[src/hw/rtl/assert_macros.svh]
// Assertion macros shared by the queue and packer modules of the Huffman bit packer.
`ifndef ASSERT_MACROS_SVH
`define ASSERT_MACROS_SVH
`ifndef SYNTHESIS
`define HCBP_ASSERT(lbl, prop, msg) \
  lbl: assert property (@(posedge clk_i) disable iff (!rst_ni) prop) else $error(msg);
`define HCBP_ASSERT_ALWAYS(lbl, prop, msg) \
  lbl: assert property (@(posedge clk_i) prop) else $error(msg);
`else
`define HCBP_ASSERT(lbl, prop, msg)
`define HCBP_ASSERT_ALWAYS(lbl, prop, msg)
`endif
`endif

[src/hw/rtl/hcbp_pkg.sv]
// Shared constants and types of the Huffman code bit packer.
package hcbp_pkg;

  localparam int unsigned SymW      = 8;
  localparam int unsigned Symbols   = 2 ** SymW;
  localparam int unsigned CodeW     = 32;
  localparam int unsigned LenW      = 6;
  localparam int unsigned MaxCodeLen = 32;
  localparam int unsigned LenLimit  = (MaxCodeLen < CodeW) ? MaxCodeLen : CodeW;
  localparam int unsigned ByteW     = 8;
  localparam int unsigned AccW      = CodeW + ByteW;
  localparam int unsigned CntW      = $clog2(AccW);
  localparam int unsigned QueueDepth = 2;
  localparam int unsigned QPtrW     = $clog2(QueueDepth);
  localparam int unsigned QCntW     = $clog2(QueueDepth + 1);

  localparam logic REQ_LOAD   = 1'b0;
  localparam logic REQ_ENCODE = 1'b1;

  typedef struct packed {
    logic [CodeW-1:0] word;
    logic [LenW-1:0]  len;
  } tbl_entry_t;

  typedef struct packed {
    logic [CodeW-1:0] word;
    logic [LenW-1:0]  len;
    logic             fin;
  } enc_item_t;

  typedef struct packed {
    logic full;
    logic valid;
  } q_status_t;

endpackage

[src/hw/rtl/hcbp_packer.sv]
// Back end: packs code bits MSB-first into bytes and drives the output transfer.
`include "assert_macros.svh"
module hcbp_packer (
  input  logic                        clk_i,
  input  logic                        rst_ni,
  input  hcbp_pkg::q_status_t         q_status_i,
  input  hcbp_pkg::enc_item_t         q_head_i,
  output logic                        pop_o,
  output logic                        out_valid_o,
  input  logic                        out_stall_i,
  output logic [hcbp_pkg::ByteW-1:0]  out_byte_o,
  output logic                        run_end_o,
  output logic                        stream_end_o
);

  localparam logic [hcbp_pkg::CntW-1:0] ByteCnt = hcbp_pkg::CntW'(hcbp_pkg::ByteW);
  localparam logic [hcbp_pkg::CntW-1:0] TwoByteCnt = hcbp_pkg::CntW'(2 * hcbp_pkg::ByteW);

  logic [hcbp_pkg::AccW-1:0]  acc_q, acc_d;
  logic [hcbp_pkg::CntW-1:0]  cnt_q, cnt_d;
  logic                       fin_q, fin_d;
  logic                       busy_q, busy_d;
  logic                       out_valid_q, out_valid_d;
  logic [hcbp_pkg::ByteW-1:0] byte_q, byte_d;
  logic                       run_end_q, run_end_d;
  logic                       stream_end_q, stream_end_d;
  logic                       out_free;
  logic                       emit_last;
  logic [hcbp_pkg::AccW-1:0]  code_al;
  logic [hcbp_pkg::CntW-1:0]  total;

  assign out_free = !out_valid_q || !out_stall_i;
  assign pop_o    = !busy_q && q_status_i.valid;

  assign code_al = ({q_head_i.word, hcbp_pkg::ByteW'(0)}
                    << (hcbp_pkg::LenW'(hcbp_pkg::CodeW) - q_head_i.len)) >> cnt_q[2:0];
  assign total   = hcbp_pkg::CntW'(cnt_q[2:0]) + hcbp_pkg::CntW'(q_head_i.len);

  always_comb begin
    acc_d        = acc_q;
    cnt_d        = cnt_q;
    fin_d        = fin_q;
    busy_d       = busy_q;
    out_valid_d  = out_valid_q && out_stall_i;
    byte_d       = byte_q;
    run_end_d    = run_end_q;
    stream_end_d = stream_end_q;
    emit_last    = 1'b1;
    if (pop_o) begin
      acc_d  = acc_q | code_al;
      cnt_d  = total;
      fin_d  = q_head_i.fin;
      busy_d = (total >= ByteCnt) || (q_head_i.fin && (total != '0));
    end else if (busy_q && out_free) begin
      if (cnt_q >= ByteCnt) begin
        emit_last = (cnt_q < TwoByteCnt) && !(fin_q && (cnt_q != ByteCnt));
        cnt_d     = cnt_q - ByteCnt;
      end else begin
        emit_last = 1'b1;
        cnt_d     = '0;
      end
      acc_d        = acc_q << hcbp_pkg::ByteW;
      busy_d       = !emit_last;
      out_valid_d  = 1'b1;
      byte_d       = acc_q[hcbp_pkg::AccW-1 -: hcbp_pkg::ByteW];
      run_end_d    = emit_last;
      stream_end_d = emit_last && fin_q;
    end
  end

  always_ff @(posedge clk_i) begin
    byte_q       <= byte_d;
    run_end_q    <= run_end_d;
    stream_end_q <= stream_end_d;
    fin_q        <= fin_d;
  end

  always_ff @(posedge clk_i or negedge rst_ni) begin
    if (!rst_ni) begin
      acc_q       <= '0;
      cnt_q       <= '0;
      busy_q      <= 1'b0;
      out_valid_q <= 1'b0;
    end else begin
      acc_q       <= acc_d;
      cnt_q       <= cnt_d;
      busy_q      <= busy_d;
      out_valid_q <= out_valid_d;
    end
  end

  assign out_valid_o  = out_valid_q;
  assign out_byte_o   = byte_q;
  assign run_end_o    = run_end_q;
  assign stream_end_o = stream_end_q;

  `HCBP_ASSERT(a_idle_partial, (!busy_q |-> cnt_q < ByteCnt), "Idle packer holds a full byte.")
  `HCBP_ASSERT_ALWAYS(a_cnt_range,
    (!rst_ni || (cnt_q < hcbp_pkg::CntW'(hcbp_pkg::AccW))), "Bit count out of range.")
  `HCBP_ASSERT(a_stream_run, ((out_valid_q && stream_end_q) |-> run_end_q), "Stream end without run end.")

endmodule

[config.mk]
export PLATFORM = sky130hd
export DESIGN_NAME = hcbp_packer
export DESIGN_NICKNAME = d
export VERILOG_FILES = /design/src/hw/rtl/hcbp_pkg.sv /design/src/hw/rtl/hcbp_packer.sv
export VERILOG_INCLUDE_DIRS = /design/src /design/src/hw/rtl
export SDC_FILE = /design/constraint.sdc
export NUM_CORES = 1
export LEC_CHECK = 0
export BUFFER_PORTS_ARGS = -buffer_cell sky130_fd_sc_hd__buf_2
export CAP_MARGIN = 40
export CORE_AREA = 2 2 108 110
export DETAILED_ROUTE_END_ITERATION = 6
export DIE_AREA = 0 0 110 112
export MAX_ROUTING_LAYER = met4
export PLACE_DENSITY = 0.76
export SYNTH_ARGS = -nofsm -noshare
export SYNTH_HDL_FRONTEND = slang
export SYNTH_SLANG_ARGS = --single-unit
[constraint.sdc]
create_clock -name clk_i -period 2.3 [get_ports clk_i]
set_clock_uncertainty 0.2 [all_clocks]
set_input_delay 0 -clock clk_i [delete_from_list [all_inputs] [get_ports clk_i]]
set_output_delay 0 -clock clk_i [all_outputs]
set_load 0.05 [all_outputs]
# Word-level counts from Yosys, hierarchy flattened
# Index checks and enable logic that the tools add are counted.
[word_totals]
reg_bits = 59
input_bits = 44
output_inout_bits = 12
[classes]
n_addsub = 3
order_cmp = 3
eq_ne = 1
n_shift = 2
muxes = 12
n_bitwise = 2
reduce_logical = 17
[op_table]
columns = ["op", "count"]
rows = [
  ["two-way mux 40 bit", 2],
  ["bitwise OR 40 bit", 1],
  ["<< shifter 40 x 6 -> 40 bit", 1],
  ["right shift 40 x 3 -> 40 bit", 1],
  ["two-way mux 6 bit", 3],
  [">= comparator 6 x 4 -> 1 bit (second input constant)", 2],
  ["logical AND 1 bit", 7],
  ["two-way mux 1 bit", 7],
  ["adder 3 x 6 -> 6 bit", 1],
  ["< comparator 6 x 5 -> 1 bit (second input constant)", 1],
  ["inequality test 6 x 4 -> 1 bit (second input constant)", 1],
  ["nonzero test 6 bit", 1],
  ["subtractor 6 x 4 -> 6 bit (second input constant)", 1],
  ["subtractor 6 bit (first input constant)", 1],
  ["logical NOT 1 bit", 5],
  ["logical OR 1 bit", 2],
  ["AND reduction 2 bit", 1],
  ["nonzero test 2 bit", 1],
  ["NOT 1 bit", 1],
]

# Logic depth before layout (Yosys ltp)
[depth]
ltp_word = 10
depth_mapped = 15
depth_no_buf = 10

# Least setup slack after synthesis
# No wires, ideal clock.
[synth_timing]
path_type = "in2reg"
from = "in q_head_i[1] in the netlist's numbering"
to = "reg acc_q[16] in the netlist's numbering"
setup_ns = 0.124
arrival_ns = 3.051
t_required_ns = 1.976
path_slack_ns = -1.075
stages = 12
path_cell_list = "inv_2 > buf_1 > ha_1 > buf_2 > buf_2 > mux2_2 > mux4_2 > mux4_2 > or2_2 > o211ai_1 > mux2i_1 > o31a_1"
[synth_between]
elab_chain_len = 5
[synth_lines]
columns = ["element", "line", "rtl"]
rows = [
  ["from (decl)", "hcbp_packer.sv:7", "input hcbp_pkg::enc_item_t q_head_i,"],
  ["subtractor 6 bit", "hcbp_packer.sv:36", "<< (hcbp_pkg::LenW'(hcbp_pkg::CodeW) - q_head_i.len)) >> cnt_q[2:0];"],
  ["<< shifter 40 x 6 -> 40 bit", "hcbp_packer.sv:35", "assign code_al = ({q_head_i.word, hcbp_pkg::ByteW'(0)}"],
  ["right shift 40 x 3 -> 40 bit", "hcbp_packer.sv:35", ""],
  ["bitwise OR 40 bit", "hcbp_packer.sv:50", "acc_d = acc_q | code_al;"],
  ["two-way mux 40 bit", "hcbp_packer.sv:49", "if (pop_o) begin"],
  ["to (signal assigned)", "hcbp_packer.sv:80", "acc_q <= '0;"],
  ["to (signal assigned)", "hcbp_packer.sv:85", "acc_q <= acc_d;"],
  ["to (decl)", "hcbp_packer.sv:19", "logic [hcbp_pkg::AccW-1:0] acc_q, acc_d;"],
]
# Every way passes these cells.
# A chain may end at the register's enable or synchronous reset.

# Worst setup path after layout
[layout_timing]
from = "in q_head_i[2] in the netlist's numbering"
to = "reg acc_q[24] in the netlist's numbering"
# The elaborated chain is that of the path after synthesis.

==> flow_summary.yaml <==
cells_and_area:
  seqCellArea_um2: 1510
  antenna_cells: 0
  multi_input_area_um2: 4750
  fill_cells: 799
  final_net_count: 864
  layout_common_cells: "buf_4, nor2_1, buf_2"
  final_common_cell: "buf_4"
  syn_to_final_growth_pct: 41.0
  drive_gt1_share_pct: 45.2
sta:
  drv_slew: 0
  whs_ns: 0.0340
  setup_viol: 31
  rsz0062_at_grt: "yes"
  worst_pin_slew_ns: 0.805
  slew_headroom_pct: 46.2
  fin_crit_sh_pct: 116
  finalCriticalPeriod_ns: 2.67
  hold_viol_final: 0
  clock.fmax_mhz: 375
  fin_ws_ns: -0.367
global_routing:
  grt_pass1_wl_mm: 31.8
  grt_overflow: 0
  first_global_vias: 6184
  grt_max_degree: 42
  antenna_found_initial: 0
  grt_use_total_pct: 34.0
setup_path:
  cp-startpoint: "q_head_i[2]"
  critPathSlowestCell: "mux4_2"
  worstSetupEndpointType: "flop"
  path_cells: "buf_6 > inv_6 > ha_4 > buf_12 > buf_12 > mux2i_1 > mux4_2 > o22a_1 > nand2_1 > o21a_1 > mux4_2 > o31a_1"
  worstSetupPathType: "in -> reg"
  crit_end: "acc_q[24]"
  max_stage_delay_ns: 0.47
  crit-reg2reg-launch: "cnt_q[0]"
  worstPathMaxFanout: 9
  cp.required_ns: 2.31
  rr_worst_depth: 7
  worstPathArrival_ns: 2.67
  r2r_end: "acc_q[24]"
  regToRegSetupSlack_ns: -0.01
  critical_path.startpoint_type: "primary input"
floorplan:
  fp.dieH_um: 112
  dieArea_um2: 12300
  initial_core_util_pct: 53.3
  rows: 39
  fp.coreArea_um2: 11200
  boundaryPins: 56
  die_w_um: 110
drt:
  drc: 0
  avgRoutedWirePerCell_um: 20.6
  via_count: 6284
  drtIter0Drc: 401
  totalWireLength_mm: 19.8
  firstDrtPassIters: 7
  avgViaCountPerCell: 6.54
  antenna_left: 0
synth:
  seq_area_frac_synth_pct: 25.3
  netlist_instances: 652
  syn_area_per_cell_um2: 9.13
  synthFlopType: "dfrtp_1"
  synthesis.nets: 703
  synth_top_area_share_pct: 19.7
  async_reset_ff_share_pct: 81.0
  ys_types: 77
  yosysWarnings: 0
  yosys-top-cells-area: "dfrtp_1, mux4_2, mux2i_1"
  yosysTopAreaCell: "dfrtp_1"
  synth-edff-count: 11
  ys_ff_latch: 58
  netlist_area_um2: 5960
outcome:
  status: "complete, but fails checks"
  violations: "setup timing"
pwr:
  leakagePower_nw: 3.52
  peakVddDrop_mv: 0.813
  power_density_nw_per_um2: 910
  p_switching_mw: 3.39
  swShare_pct: 44.3
  clkPwrFrac_pct: 15.2
  p_int_mw: 4.26
  combPwrFrac_pct: 61.7
  seqPwrFrac_pct: 23.2
  p_total_mw: 7.65
clock_network:
  cts_made_buffers: 9
  h-tree-depth: 3
  clk_latency_ns: 0.33
  clk_pin_slew_ns: 0.05
  cts_sinks: 58
  cts-root-buf: "clkbuf_16"
  clock_path_buffers: 2
  cts_tree: "yes"
placed_design:
  place.gp.congestion: 0.948
  place.port_buffers: 54
  dpl.hpwl_mm: 14.7
hold_path:
  hold_class: "in -> reg"
job:
  drv_cap: 0
what timing repair did:
action,4_1_cts,5_1_grt
pin swaps,15,22
endpoints found under the setup margin,38,43
gates resized for setup,59,60
hold buffers,6,0
hold endpoints to repair,51,0
cloned,0,1
buffers inserted,10,4
synthesized netlist by cell type, drive strengths merged, types with 3 or more instances:
library cell	count
nor3	17
a2bb2oi	6
o22ai	10
nor2	64
nand3	14
and2	6
buf	23
o21ba	3
o211ai	8
o21a	12
ha	6
mux2	17
a21o	6
o21ai	34
o211a	4
nand2b	9
xor2	4
edfxtp	11
mux4	33
o31a	4
mux2i	64
a21oi	39
o221a	6
nand4	3
o31ai	7
a221oi	4
nor4	4
inv	13
a311oi	5
or3	6
a211oi	9
clkbuf	33
a31o	3
o221ai	9
dfrtp	47
a31oi	5
o32ai	7
nand2	48
nor3b	4
and3	5
o22a	7
critical path, delay by kind of cell:
kind | cells | cell delay [ns]
AOI/OAI and AO/OA | 3 | 0.67
adders and majority gates | 1 | 0.29
buffers and inverters | 4 | 0.41
muxes | 3 | 1.20
and+or+nand+nor | 1 | 0.10
power by group through the flow:
| stage | sequential [mW] | clock (mW) | combinational, mW |
|---|---|---|---|
| floorplan | 1.94 | 0 | 2.69 |
| CTS | 1.77 | 1.17 | 4.38 |
| global placement | 1.75 | 0 | 4.02 |
| detailed placement | 1.77 | 0 | 4.13 |
| global route | 1.82 | 1.21 | 5.07 |
| finish | 1.77 | 1.16 | 4.72 |
flip-flops by register name (all words and copies together) (netlist names):
name          count
acc_q            39
busy_q            1
cnt_q             6
fin_q             1
out_byte_o        8
out_valid_o       1
run_end_o         1
stream_end_o      1
metrics by stage:
stage	TNS (ns)	instance area [µm²]	util, %	worst slack [ns]	cells
2_1_floorplan	-12.27	6200	-	-0.607	652
3_3_place_gp	-22.36	7380	66.1	-0.842	924
3_5_place_dp	-25.24	7380	66.1	-0.901	924
4_1_cts	-6.31	8070	72.2	-0.326	956
5_1_grt	-9.51	8400	75.2	-0.459	961
6_report	-6.95	8400	75.2	-0.367	961
area by class of cell:
| type | instances | area share (%) |
|---|---|---|
| clock buffers | 12 | 2.82 |
| clock inverters | 4 | 0.223 |
| inverters | 15 | 0.909 |
| multi-input cells | 523 | 56.6 |
| flip-flops and latches | 58 | 18.0 |
| well taps | 143 | 2.13 |
| repair buffers | 206 | 19.4 |
kinds of logic after synthesis:
group / share of synthesized area [%]
AND/OR/NAND/NOR: 15.3
AO/OA/AOI/OAI: 25.1
XOR/XNOR: 1.01
multiplexers: 26.5
adder cells (fa/ha/maj): 1.60
flip-flops: 25.3
buffers and inverters: 5.21
layer usage:
| layer | vias to the layer above | global-route usage, % | wire (µm) |
|---|---|---|---|
| met3 | 57 | 4.74 | 1140 |
| met1 | 3076 | 42.4 | 8010 |
| met2 | 284 | 54.6 | 9970 |
| li1 | 2867 | - | - |
| met4 | 0 | 14.6 | 713 |
| met5 | - | - | 0 |
worst min path at each step:
stage,from,to,slack [ns],cells past startpoint
final,q_head_i[6],cnt_q[5],0.03,4
after global routing,q_head_i[6],cnt_q[5],0.05,4
after CTS,q_head_i[5],cnt_q[4],0.03,4
after detailed placement,rst_ni,out_valid_o,-0.24,1
after global placement,rst_ni,out_valid_o,-0.25,1
after floorplan,rst_ni,acc_q[10],-0.50,0
Power figures use the tool's default switching activity.
