<file path="config.mk">
export PLATFORM = sky130hd
export DESIGN_NAME = hcbp_queue
export DESIGN_NICKNAME = d
export VERILOG_FILES = /design/src/hw/rtl/hcbp_pkg.sv /design/src/hw/rtl/hcbp_queue.sv
export VERILOG_INCLUDE_DIRS = /design/src /design/src/hw/rtl
export SDC_FILE = /design/constraint.sdc
export NUM_CORES = 1
export LEC_CHECK = 0
export BUFFER_PORTS_ARGS = -buffer_cell sky130_fd_sc_hd__clkbuf_2
export CAP_MARGIN = 20
export CORE_MARGIN = 2
export CORE_UTILIZATION = 35
export DETAILED_ROUTE_END_ITERATION = 7
export GPL_TIMING_DRIVEN = 0
export PLACE_DENSITY = 0.56
export SLEW_MARGIN = 20
export SYNTH_ARGS = -nofsm -noshare
export SYNTH_HDL_FRONTEND = slang
export SYNTH_SLANG_ARGS = --single-unit
</file>
<file path="constraint.sdc">
create_clock -name clk_i -period 4.9 [get_ports clk_i]
set_clock_uncertainty 0.05 [all_clocks]
set_input_delay 0.245 -clock clk_i [delete_from_list [all_inputs] [get_ports clk_i]]
set_output_delay 0.245 -clock clk_i [all_outputs]
set_load 0.02 [all_outputs]
</file>
<file path="src/hw/rtl/assert_macros.svh">
// Assertion macros shared by the queue and packer modules of the Huffman bit packer.
`ifndef ASSERT_MACROS_SVH
`define ASSERT_MACROS_SVH
`ifndef SYNTHESIS
`define HCBP_ASSERT(lbl, prop, msg) \
  lbl: assert property (@(posedge clk_i) disable iff (!rst_ni) prop) else $error(msg);
`define HCBP_ASSERT_ALWAYS(lbl, prop, msg) \
  lbl: assert property (@(posedge clk_i) prop) else $error(msg);
`else
`define HCBP_ASSERT(lbl, prop, msg)
`define HCBP_ASSERT_ALWAYS(lbl, prop, msg)
`endif
`endif

</file>
<file path="src/hw/rtl/hcbp_pkg.sv">
// Shared constants and types of the Huffman code bit packer.
package hcbp_pkg;

  localparam int unsigned SymW      = 8;
  localparam int unsigned Symbols   = 2 ** SymW;
  localparam int unsigned CodeW     = 32;
  localparam int unsigned LenW      = 6;
  localparam int unsigned MaxCodeLen = 32;
  localparam int unsigned LenLimit  = (MaxCodeLen < CodeW) ? MaxCodeLen : CodeW;
  localparam int unsigned ByteW     = 8;
  localparam int unsigned AccW      = CodeW + ByteW;
  localparam int unsigned CntW      = $clog2(AccW);
  localparam int unsigned QueueDepth = 2;
  localparam int unsigned QPtrW     = $clog2(QueueDepth);
  localparam int unsigned QCntW     = $clog2(QueueDepth + 1);

  localparam logic REQ_LOAD   = 1'b0;
  localparam logic REQ_ENCODE = 1'b1;

  typedef struct packed {
    logic [CodeW-1:0] word;
    logic [LenW-1:0]  len;
  } tbl_entry_t;

  typedef struct packed {
    logic [CodeW-1:0] word;
    logic [LenW-1:0]  len;
    logic             fin;
  } enc_item_t;

  typedef struct packed {
    logic full;
    logic valid;
  } q_status_t;

endpackage

</file>
<file path="src/hw/rtl/hcbp_queue.sv">
// Two-entry queue of encode work between the front end and the packer.
`include "assert_macros.svh"
module hcbp_queue (
  input  logic                clk_i,
  input  logic                rst_ni,
  input  logic                push_i,
  input  hcbp_pkg::enc_item_t push_item_i,
  input  logic                pop_i,
  output hcbp_pkg::q_status_t status_o,
  output hcbp_pkg::enc_item_t head_o
);

  hcbp_pkg::enc_item_t          slots_q [hcbp_pkg::QueueDepth];
  logic [hcbp_pkg::QPtrW-1:0]   wr_ptr_q, wr_ptr_d;
  logic [hcbp_pkg::QPtrW-1:0]   rd_ptr_q, rd_ptr_d;
  logic [hcbp_pkg::QCntW-1:0]   cnt_q, cnt_d;

  assign status_o.full  = (cnt_q == hcbp_pkg::QCntW'(hcbp_pkg::QueueDepth));
  assign status_o.valid = (cnt_q != '0);
  assign head_o         = slots_q[rd_ptr_q];

  always_comb begin
    wr_ptr_d = push_i ? wr_ptr_q + 1'b1 : wr_ptr_q;
    rd_ptr_d = pop_i ? rd_ptr_q + 1'b1 : rd_ptr_q;
    cnt_d    = cnt_q + hcbp_pkg::QCntW'(push_i) - hcbp_pkg::QCntW'(pop_i);
  end

  always_ff @(posedge clk_i) begin
    if (push_i) begin
      slots_q[wr_ptr_q] <= push_item_i;
    end
  end

  always_ff @(posedge clk_i or negedge rst_ni) begin
    if (!rst_ni) begin
      wr_ptr_q <= '0;
      rd_ptr_q <= '0;
      cnt_q    <= '0;
    end else begin
      wr_ptr_q <= wr_ptr_d;
      rd_ptr_q <= rd_ptr_d;
      cnt_q    <= cnt_d;
    end
  end

  `HCBP_ASSERT_ALWAYS(a_q_no_overflow,
    (!rst_ni || (cnt_q <= hcbp_pkg::QCntW'(hcbp_pkg::QueueDepth))), "Queue count exceeds depth.")
  `HCBP_ASSERT(a_q_no_underflow, (pop_i |-> cnt_q != '0), "Pop from an empty queue.")
  `HCBP_ASSERT(a_q_push_room, (push_i |-> !status_o.full), "Push into a full queue.")

endmodule

</file>
; Word level (Yosys, flattened, before mapping)
; Memory sizes are Yosys's and may differ from the RTL's.
; Cells that the tools add are included.
[totals]
reg_bits = 4
ram_bits = 78
elab_cells = 12
n_memories = 1
[memory_table]
columns = memory, depth, word_bits, rd, rd_clocked_by_memory_dff, wr, line
row1 = slots_q, 2, 39, 1, 0, 1, hcbp_queue.sv:13  ; hcbp_pkg::enc_item_t slots_q [hcbp_pkg::QueueDepth];
[op_classes]
n_addsub = 4
eq_ne = 1
mux = 2
reduce_logical = 1
[ops]
columns = op, count
row1 = "1-bit adder, second input constant", 2
row2 = 2-bit by 1-bit adder with 2-bit output, 1
row3 = "2-bit equality test, second input constant", 1
row4 = 1-bit two-way mux, 2
row5 = 2-bit nonzero test, 1
row6 = 2-bit by 1-bit subtractor with 2-bit output, 1

; Depth between registers and ports, before layout
; Gate-level depths: netlist of run 1.
[depth]
ltp_word = 2
depth_mapped = 5
mapped_depth_nobuf = 5

; Worst setup path after synthesis of run 1
; OpenSTA, ideal clock, no wires.
[synth_timing]
path_type = register to register
from = register wr_ptr_q
to = memory slots_q[0][0] in the netlist's numbering (enable)
setup_time_ps = 440
arrival_time_ps = 2149
t_required_ps = 4410
path_slack_ps = 2261
path_stages_with_launch = 2
n_path_buf = 0
path_cell_list = dfrtp_1 -> nor2b_1
[synth_lines]
columns = item, line
row1 = "start, declared", hcbp_queue.sv:14  ; logic [hcbp_pkg::QPtrW-1:0] wr_ptr_q, wr_ptr_d;
row2 = "start signal, assigned", hcbp_queue.sv:40  ; wr_ptr_q <= wr_ptr_d;
row3 = "end, declared", hcbp_queue.sv:13
; No word-level cell before the write port.

==> metrics.md, run 1 <==
| Metric | Value |
|---|---|
| Clock Power Share | 0.206 |
| Mapped Nets | 181 |
| Synth top area cells | edfxtp_1, mux2_2, dfrtp_1, buf_6, ha_1 |
| Sink Count | 82 |
| Crit path required time | 4610 ps |
| Antenna violations before repair | 0 |
| Share of the synthesized area in the top cell type | 0.774 |
| Critical path launch point type | flip-flop |
| Remaining antenna violation count after routing | 0 |
| CP max FO | 10 |
| Power per cell area | 575 mW/mm^2 |
| IO Count | 84 |
| Period utilization | 0.373 |
| Status | finished clean |
| Post-synth ARST share | 0.0488 |
| # fillers | 760 |
| Largest net degree at the start of global routing | 23 |
| Crit path cell chain | buf_6 -> mux2_2 -> clkbuf_2 |
| Sequential share of power | 0.442 |
| R2R cell count | 2 |
| Endpoints failing setup | 0 |
| Core Region | 0.00830 mm^2 |
| Worst min-delay path startpoint | push_item_i[28] |
| Max stage delay on crit path | 480 ps |
| Peak supply drop | 213 uV |
| CTS max path bufs | 2 |
| Worst-path clk slew | 80 ps |
| R2r startpoint | wr_ptr_q |
| Initial DRC Count | 24 |
| Distinct cells, synth | 11 |
| Layout cells sized above 1 | 0.605 |
| Largest area contributor in the netlist | edfxtp_1 |
| Post-synthesis mux area share | 0.145 |
| Initial DRT Pass Iterations | 2 |
| H-tree lvl count | 3 |
| Internal Pwr Total | 1.50 mW |
| Rel. slew slack | 0.593 |
| Root buffer cell | clkbuf_8 |
| CTS tree | built |
| Post-Synth Adder-Cell Area | 0.00827 |
| Hold Crit Depth | 1 |
| Fmax achieved | 547 MHz |
| Die footprint | 0.00940 mm^2 |
| Clock period minus worst slack | 1830 ps |
| Die width | 97.0 um |
| N_diodes | 0 |
| Switch share | 0.320 |
| Least-Margin Pin Slew | 609 ps |
| Compound-Gate Fraction of Synth Area | 0 |
| R2r setup slk | 3340 ps |
| Post-synth EDFFs | 78 |
| Vias | 1558 |
| FP Rows | 33 |
| Fin nets | 278 |
| Area grow syn2layout | 26.6% |
| Hold Path End | slots_q[0][28] |
| Worst skew pair latency | 340 ps |
| Largest family of logic cells by synthesized area | multiplexers |
| Cell leakage power | 1.48 nW |
| Synth Warn # | 0 |
| Ys flop type | edfxtp_1 |
| Synth Register Bits | 82 |
| Post-CTS Setup Bufs | 0 |
| Port Buffer Count | 83 |
| First-pass GRT wire length | 8.12 mm |
| Simple-gate share of the synthesized area | 0.00827 |
| Chip height | 97.0 um |
| CP max-delay cell | dfrtp_1 |
| CP endpoint kind | output pin |
| Critical path class | reg2out |
| Post-synthesis xor/xnor area fraction | 0.0136 |
| CTS Buf Count | 9 |
| Initial core utilization | 0.365 |
| Switching Power | 0.704 mW |
| Via density | 4.54 |
| RD Place Congestion | 0.650 |
| Comb power frac | 0.352 |
| RSZ-0062 raised after global routing | no |
| FF-to-FF End | slots_q[0][2] |
| Syn Std Cell Area | 0.00303 mm^2 |
| Most common cell in the synthesized netlist | edfxtp_1 |
| Vias in the first global route | 1643 |
| Post-CTS resize count | 0 |
| Avg WL per Cell | 14.8 um |
| Fin util | 0.462 |
| Seq/Total Area, Yosys | 0.807 |
| Slew Limit Fails | 0 |
| Setup TNS | 0 ps |
| Total track usage | 0.114 |
| Final hold viol count | 0 |
| Avg Inst Size Synth | 22.2 um^2 |
| Final Routed Wirelength | 5.08 mm |
| DRC | 0 |
| Remaining Overflow, GRT | 0 |
| Synth top cells by count | edfxtp_1, mux2_2, buf_6, dfrtp_1 |
| # Max-Cap Violations | 0 |
| Syn Inst Count | 136 |
| Hold WC Path Type | in2reg |
| WP data arrival | 1530 ps |
## power groups by stage
stage	clock (mW)	sequential [mW]	combinational, mW
2_1_floorplan	0	0.982	0.534
3_3_place_gp	0	0.994	0.755
3_5_place_dp	0	0.992	0.792
4_1_cts	0.472	0.977	0.796
5_1_grt	0.500	0.990	0.840
6_report	0.453	0.975	0.775
## cells in the final DEF, fill, tap and decap left out, types with 2 or more instances in the layout
cell type / count
edfxtp_1: 78
buf_16: 2
mux2_2: 39
buf_6: 4
dfrtp_1: 4
clkbuf_2: 83
clkbuf_8: 9
ha_1: 2
clkinv_1: 2
inv_1: 2
clkinvlp_4: 2
xor2_1: 2
## per-layer routing
layer  global-route usage  vias to the layer above  wire length [um]
met5                    0                        -                 0
met4               0.0488                        0                82
met3               0.0506                       11               399
met2                0.170                       62              2390
met1                0.143                      758              2220
li1                     -                      727                 -
## metrics by stage
step           worst slack (ps)  hold slack [ps]  area [um^2]  instances  power [mW]
2_1_floorplan              2260             -101         3030        136        1.52
3_3_place_gp               1150             9.30         3570        324        1.75
3_5_place_dp               3320             3.48         3640        326        1.78
4_1_cts                    3020             20.2         3830        343        2.25
5_1_grt                    2980             11.2         3830        343        2.33
6_report                   3070             42.6         3830        343        2.20
## state kept, by name, summed over array words and instances (netlist names)
name and count:
slots_q 78, rd_ptr_q 1, cnt_q 2, wr_ptr_q 1
## worst max-delay path: cells and delay by family, from the launching register on
| kind | cells | cell delay [ps] |
|---|---|---|
| multiplexers | 1 | 350 |
| buffers and inverters | 2 | 360 |
| flip-flops | 1 | 480 |
## logic make-up (layout without fill, tap and decap cells)
kind of cell,after synthesis,in the layout
xor+xnor,3,3
mux,39,39
fa+ha+maj,2,2
simple gates,4,4
buf+inv,6,108
flops,82,82
## repair_timing
item | in CTS | in global routing
endpoints found under the setup margin | 0 | 0
endpoints found under the hold margin | 4 | 0
hold buffers | 1 | 0
## final cells by class
class / instances / area [um^2] / share of cell area
buffer: 4 / 45.0 / 0.0118
clock buffer: 10 / 128 / 0.0333
clock inverter: 6 / 57.6 / 0.0150
inverter: 2 / 7.51 / 0.00196
multi-input combinational: 48 / 539 / 0.141
sequential: 82 / 2440 / 0.637
tap: 105 / 131 / 0.0343
timing repair buffer: 86 / 480 / 0.125
## worst max path at each step
stage	startpoint	endpoint	slack, ps	cells past startpoint
CTS	rd_ptr_q	head_o[25]	3020	3
global route	rd_ptr_q	head_o[23]	2980	3
finish	rd_ptr_q	head_o[25]	3070	3
global placement	push_i	slots_q[0][8]	1150	2
detailed placement	push_i	slots_q[0][8]	3320	3
floorplan	wr_ptr_q	slots_q[0][0]	2260	1
Note: power is estimated with default switching activity, not from simulation.
==> run 2, diff against run 1 <==
==> constraint.sdc (replaced) <==
create_clock -name clk_i -period 1.7 [get_ports clk_i]
set_clock_uncertainty 0.05 [all_clocks]
set_input_delay 0.085 -clock clk_i [delete_from_list [all_inputs] [get_ports clk_i]]
set_output_delay 0.085 -clock clk_i [all_outputs]
set_load 0.02 [all_outputs]
==> metrics.md, run 2 (synthesis gave the netlist of run 1 again) <==
| Metric | Value |
|---|---|
| Clock period minus worst slack | 1610 ps |
| Slew Limit Fails | 0 (unchanged) |
| R2r startpoint | wr_ptr_q |
| Remaining antenna violation count after routing | 0 (unchanged) |
| R2r setup slk | 120 ps (-3220 ps) |
| Power per cell area | 1500 mW/mm^2 (+160%) |
| Design area | 0.00419 mm^2 (+9.5%) |
| Die footprint | 0.00940 mm^2 (unchanged) |
| Vias in the first global route | 1698 (+3.3%) |
| Core Region | 0.00830 mm^2 (unchanged) |
| Max stage delay on crit path | 570 ps (+90 ps) |
| Crit path to | slots_q[0][7] |
| CTS Buf Count | 9 (unchanged) |
| Switch share | 0.329 (+0.00886) |
| Commonest non-fill, non-tap cell in the layout | clkbuf_2 |
| CP endpoint kind | flip-flop |
| Clock Power Share | 0.188 (-0.018) |
| Largest net degree at the start of global routing | 40 (+74%) |
| WP data arrival | 1600 ps (+70 ps) |
| Internal Pwr Total | 4.21 mW (+180%) |
| N_diodes | 0 (unchanged) |
| Worst-path clk slew | 70 ps (about the same) |
| First-pass GRT wire length | 8.78 mm (+8.1%) |
| Hold WC Path Type | in2async |
| Fin nets | 318 (+14%) |
| Cell leakage power | 1.63 nW (+9.9%) |
| CTS tree | built |
| Chip height | 97.0 um (unchanged) |
| Antenna violations before repair | 0 (unchanged) |
| Final hold viol count | 0 (unchanged) |
| Vias | 1667 (+7.0%) |
| Worst skew pair latency | 330 ps (about the same) |
| Area grow syn2layout | 38.6% |
| Comb power frac | 0.363 (+0.011) |
| Pre-CTS WS | -34.0 ps (-3360 ps) |
| Sequential share of power | 0.449 (+0.007) |
| Most flops, register | slots_q |
| Crit path required time | 1690 ps (-2920 ps) |
| Critical path launch point type | input pin |
| Placed cell areas | 0.00361 mm^2 (-0.76%) |
| FF-to-FF End | slots_q[0][7] |
| Largest regs | slots_q: 78 flops, cnt_q: 2 flops |
| Period utilization | 0.944 |
| CTS max path bufs | 2 (unchanged) |
| Crit path cell chain | dlygate4sd3_1 -> clkbuf_2 -> nor2b_4 -> buf_16 |
| Final Routed Wirelength | 5.59 mm (+9.9%) |
| Root buffer cell | clkbuf_8 |
| H-tree lvl count | 3 (unchanged) |
| Critical path class | in2reg |
| Die width | 97.0 um (unchanged) |
| Design Power | 6.27 mW (+180%) |
| Final worst setup slack | 94.6 ps (-2980 ps) |
| Port Buffer Count | 83 (unchanged) |
| RD Place Congestion | 0.643 (-1.2%) |
| DRC | 0 (unchanged) |
| Sink Count | 82 (unchanged) |
| Remaining Overflow, GRT | 0 (unchanged) |
| Initial DRT Pass Iterations | 4 (+2) |
| Most frequent cells in the layout | clkbuf_2, edfxtp_1, dlygate4sd3_1 |
| Avg WL per Cell | 14.6 um (-1.6%) |
| IO Count | 84 (unchanged) |
| Via density | 4.35 (-4.2%) |
| Peak supply drop | 875 uV (+310%) |
| Least-Margin Pin Slew | 651 ps (+42.8 ps) |
| R2R cell count | 2 (unchanged) |
| FP Rows | 33 (unchanged) |
| Total track usage | 0.122 (+0.00866) |
| Number of flip-flops in the largest register | 78 (unchanged) |
| Final non-filler cell total | 383 (+12%) |
| Rel. slew slack | 0.565 (-0.0286) |
| Switching Power | 2.06 mW (+190%) |
| CP max FO | 21 (+11) |
| Layout cells sized above 1 | 0.514 (-0.0907) |
| Initial core utilization | 0.365 (unchanged) |
| RSZ-0062 raised after global routing | no |
| CP max-delay cell | nor2b_4 |
| Setup TNS | 0 ps (unchanged) |
| Endpoints failing setup | 0 (unchanged) |
| Status | finished clean |
| Fmax achieved | 623 MHz |
| Post-placement cell count | 325 (-0.31%) |
| Final HPWL DP | 3.56 mm |
| CP startpoint | push_i |
| Initial DRC Count | 49 (+100%) |
| # Max-Cap Violations | 0 (unchanged) |
run 2: changes by cell type in the layout (fill, tap and decap cells not counted):
cell / change
clkinv_4: +1
buf_16: -1
and2_2: -1
clkinv_2: -1
clkbuf_1: +1
dfrtp_2: +1
dlygate4sd3_1: +41
and2_4: +1
bufinv_16: -1
dfrtp_1: -1
run 2: layout make-up:
class / instances / area [um^2]
Multi-Input combinational cell: 48 / 541
Timing Repair Buffer: 126 / 863
Fill cell: 744 / 4110
Tap cell: 105 / 131
Inverter: 2 / 7.51
Buffer: 4 / 45.0
Sequential cell: 82 / 2440
Clock buffer: 11 / 131
Clock inverter: 5 / 31.3
run 2: worst min path at each step:
stage,from,to,cells after the start
after floorplan,rst_ni,cnt_q[0],0
after global placement,rst_ni,cnt_q[0],1
after detailed placement,rst_ni,cnt_q[0],1
after CTS,rst_ni,cnt_q[0],2
after global routing,rst_ni,cnt_q[0],2
final,rst_ni,rd_ptr_q,2
run 2: critical path: cells and delay by family:
family	cells	cell delay, ps
AND/OR/NAND/NOR	1	570
buffers and inverters	3	930
run 2: power by group through the flow:
stage          clock network, mW  logic [mW]  registers, mW
5_1_grt                     1.31        2.45           2.86
2_1_floorplan                  0        1.55           2.82
4_1_cts                     1.23        2.33           2.82
6_report                    1.18        2.28           2.81
3_5_place_dp                   0        2.24           2.87
3_3_place_gp                   0        2.20           2.85
run 2: metrics by stage:
stage / util / hold slack (ps)
6_report: 0.505 / 26.4
5_1_grt: 0.505 / 41.8
4_1_cts: 0.505 / 20.1
3_5_place_dp: 0.435 / -148
3_3_place_gp: 0.431 / -151
2_1_floorplan: - / -261
run 2: repair_timing:
action | CTS | global route
gates resized for setup | 1 | 1
setup endpoints to repair | 39 | 39
hold buffers | 42 | 0
buffers inserted | 0 | 0
hold endpoints to repair | 85 | 0
run 2: layer usage:
metal  vias up  GRT usage  wire length, um
li1        801          -                -
met3         7     0.0296              237
met5         -          0                0
met1       803      0.157             2510
met2        56      0.195             2760
met4         0     0.0596               82
==> run 3, diff against run 2 <==
==> constraint.sdc (replaced) <==
create_clock -name clk_i -period 1.5 [get_ports clk_i]
set_clock_uncertainty 0.05 [all_clocks]
set_input_delay 0.075 -clock clk_i [delete_from_list [all_inputs] [get_ports clk_i]]
set_output_delay 0.075 -clock clk_i [all_outputs]
set_load 0.02 [all_outputs]
==> metrics.md, run 3 (synthesis gave the netlist of run 1 again) <==
| Metric | Value |
|---|---|
| Most frequent cells in the layout | clkbuf_2, edfxtp_1, dlygate4sd3_1 |
| Initial core utilization | 0.365 (unchanged) |
| CTS Buf Count | 9 (unchanged) |
| Hold WC Path Type | in2async |
| H-tree lvl count | 3 (unchanged) |
| Failing checks | setup timing |
| Initial DRC Count | 41 (-16%) |
| Worst skew pair latency | 330 ps (about the same) |
| Rel. slew slack | 0.619 (+0.0546) |
| Final non-filler cell total | 385 (+0.52%) |
| Avg WL per Cell | 14.5 um (-0.36%) |
| Final worst setup slack | -74.2 ps (-169 ps) |
| Fin nets | 320 (+0.63%) |
| Worst Hold Margin | 18.6 ps (-7.89 ps) |
| Status | complete, but fails checks |
| Core Region | 0.00830 mm^2 (unchanged) |
| Slew Limit Fails | 0 (unchanged) |
| Root buffer cell | clkbuf_8 |
| Die width | 97.0 um (unchanged) |
| FP Rows | 33 (unchanged) |
| Met3 Track Usage GR | 0.0296 (unchanged) |
| Least-Margin Pin Slew | 571 ps (-80.5 ps) |
| Cell leakage power | 1.64 nW (+0.85%) |
| Worst-path clk slew | 70 ps (about the same) |
| Remaining Overflow, GRT | 0 (unchanged) |
| Chip height | 97.0 um (unchanged) |
| R2r setup slk | 100 ps (-20 ps) |
| Port Buffer Count | 83 (unchanged) |
| N_diodes | 0 (unchanged) |
| Antenna violations before repair | 0 (unchanged) |
| Placed cell areas | 0.00361 mm^2 (unchanged) |
| Sink Count | 82 (unchanged) |
| Endpoints failing setup | 39 (+39) |
| Remaining antenna violation count after routing | 0 (unchanged) |
| Max stage delay on crit path | 430 ps (-140 ps) |
| RSZ-0062 raised after global routing | yes |
| Vias | 1677 (+0.60%) |
| CP startpoint | rd_ptr_q |
| # Max-Cap Violations | 0 (unchanged) |
| Vias in the first global route | 1709 (+0.65%) |
| Critical path class | reg2out |
| DRC | 0 (unchanged) |
| IO Count | 84 (unchanged) |
| Final HPWL DP | 3.56 mm (unchanged) |
| Most flops, register | slots_q |
| Area grow syn2layout | 39.5% |
| Design area | 0.00422 mm^2 (+0.66%) |
| Layout cells sized above 1 | 0.518 (+0.00347) |
| Critical path launch point type | flip-flop |
| Clock period minus worst slack | 1570 ps |
| CTS tree | built |
| Period utilization | 1.05 |
| Largest net degree at the start of global routing | 40 (unchanged) |
| Via density | 4.36 (about the same) |
| Post-placement cell count | 325 (unchanged) |
| Final hold viol count | 0 (unchanged) |
| CP max-delay cell | dfrtp_2 |
| R2r startpoint | wr_ptr_q |
| Die footprint | 0.00940 mm^2 (unchanged) |
| CTS max path bufs | 2 (unchanged) |
| Global route hottest layer | met2 |
| Commonest non-fill, non-tap cell in the layout | clkbuf_2 |
| Pre-CTS WS | -234 ps (-200 ps) |
| First-pass GRT wire length | 8.82 mm (+0.48%) |
| Met2 Use GR | 0.196 (+0.000534) |
| Crit path required time | 1370 ps (-320 ps) |
| Power per cell area | 1690 mW/mm^2 (+13%) |
| Largest regs | slots_q: 78 flops, cnt_q: 2 flops |
| Crit path cell chain | buf_6 -> mux2_2 -> clkbuf_2 |
| GR Util met1 | 0.158 (+0.00143) |
| WP data arrival | 1450 ps (-150 ps) |
| # fillers | 741 (-0.40%) |
| Total track usage | 0.123 (+0.000619) |
| CP max FO | 10 (-52%) |
| Fmax achieved | 635 MHz |
| Number of flip-flops in the largest register | 78 (unchanged) |
| CP endpoint kind | output pin |
| Initial DRT Pass Iterations | 4 (unchanged) |
| RD Place Congestion | 0.643 (unchanged) |
| Design Power | 7.15 mW (+14%) |
| Final Routed Wirelength | 5.60 mm (+0.16%) |
| Peak supply drop | 993 uV (+13%) |
==> run 3: changes by cell type in the layout (fill, tap and decap cells not counted) <==
cell / previous run / this run
buf_4: 0 / 1
buf_12: 0 / 1
==> run 3: area by class of cell <==
| cell class | instances | area, um^2 | area share |
|---|---|---|---|
| timing repair buffer | 128 | 891 | 0.211 |
| inverter | 2 | 7.51 | 0.00178 |
| buffer | 4 | 45.0 | 0.0107 |
| sequential | 82 | 2440 | 0.579 |
| clock inverter | 5 | 31.3 | 0.00741 |
| clock buffer | 11 | 131 | 0.0311 |
| multi-input combinational | 48 | 541 | 0.128 |
| tap | 105 | 131 | 0.0311 |
==> run 3: worst paths after layout <==
path	endpoint	depth (start not counted)
setup / recovery	head_o[14]	3
hold / removal	rd_ptr_q	2
setup reg to reg	slots_q[1][15]	1
hold reg to reg	wr_ptr_q	1
max in group asynchronous	rd_ptr_q	2
min in group clk_i	slots_q[1][7]	2
==> run 3: power breakdown <==
| part | leakage (nW) | total (mW) | switching, mW | internal (mW) |
|---|---|---|---|---|
| Sequential | 0.778 | 3.19 | 0.142 | 3.05 |
| Combinational | 0.790 | 2.63 | 1.46 | 1.17 |
| Clock | 0.0746 | 1.33 | 0.741 | 0.594 |
==> run 3: timing repair <==
item,4_1_cts,5_1_grt
gates resized for setup,2,0
endpoints found under the setup margin,99,39
setup buffers,2,0
hold endpoints to repair,85,0
pin swaps,0,0
hold buffers,42,0
==> run 3: critical path: cells and delay by family (launching register included) <==
family / cells / cell delay (ps)
buffers and inverters: 2 / 330
multiplexers: 1 / 350
flip-flops: 1 / 430
==> run 3: layer usage <==
metal	vias to the layer above	routed length (um)
li1	805	-
met1	813	2510
met2	51	2770
met3	8	223
met4	0	91
met5	-	0
==> run 3: stage by stage <==
stage          TNS, ps  utilization
2_1_floorplan        0            -
3_3_place_gp    -22900        0.431
3_5_place_dp    -11140        0.435
4_1_cts          -3830        0.509
5_1_grt          -5380        0.509
6_report         -2310        0.509
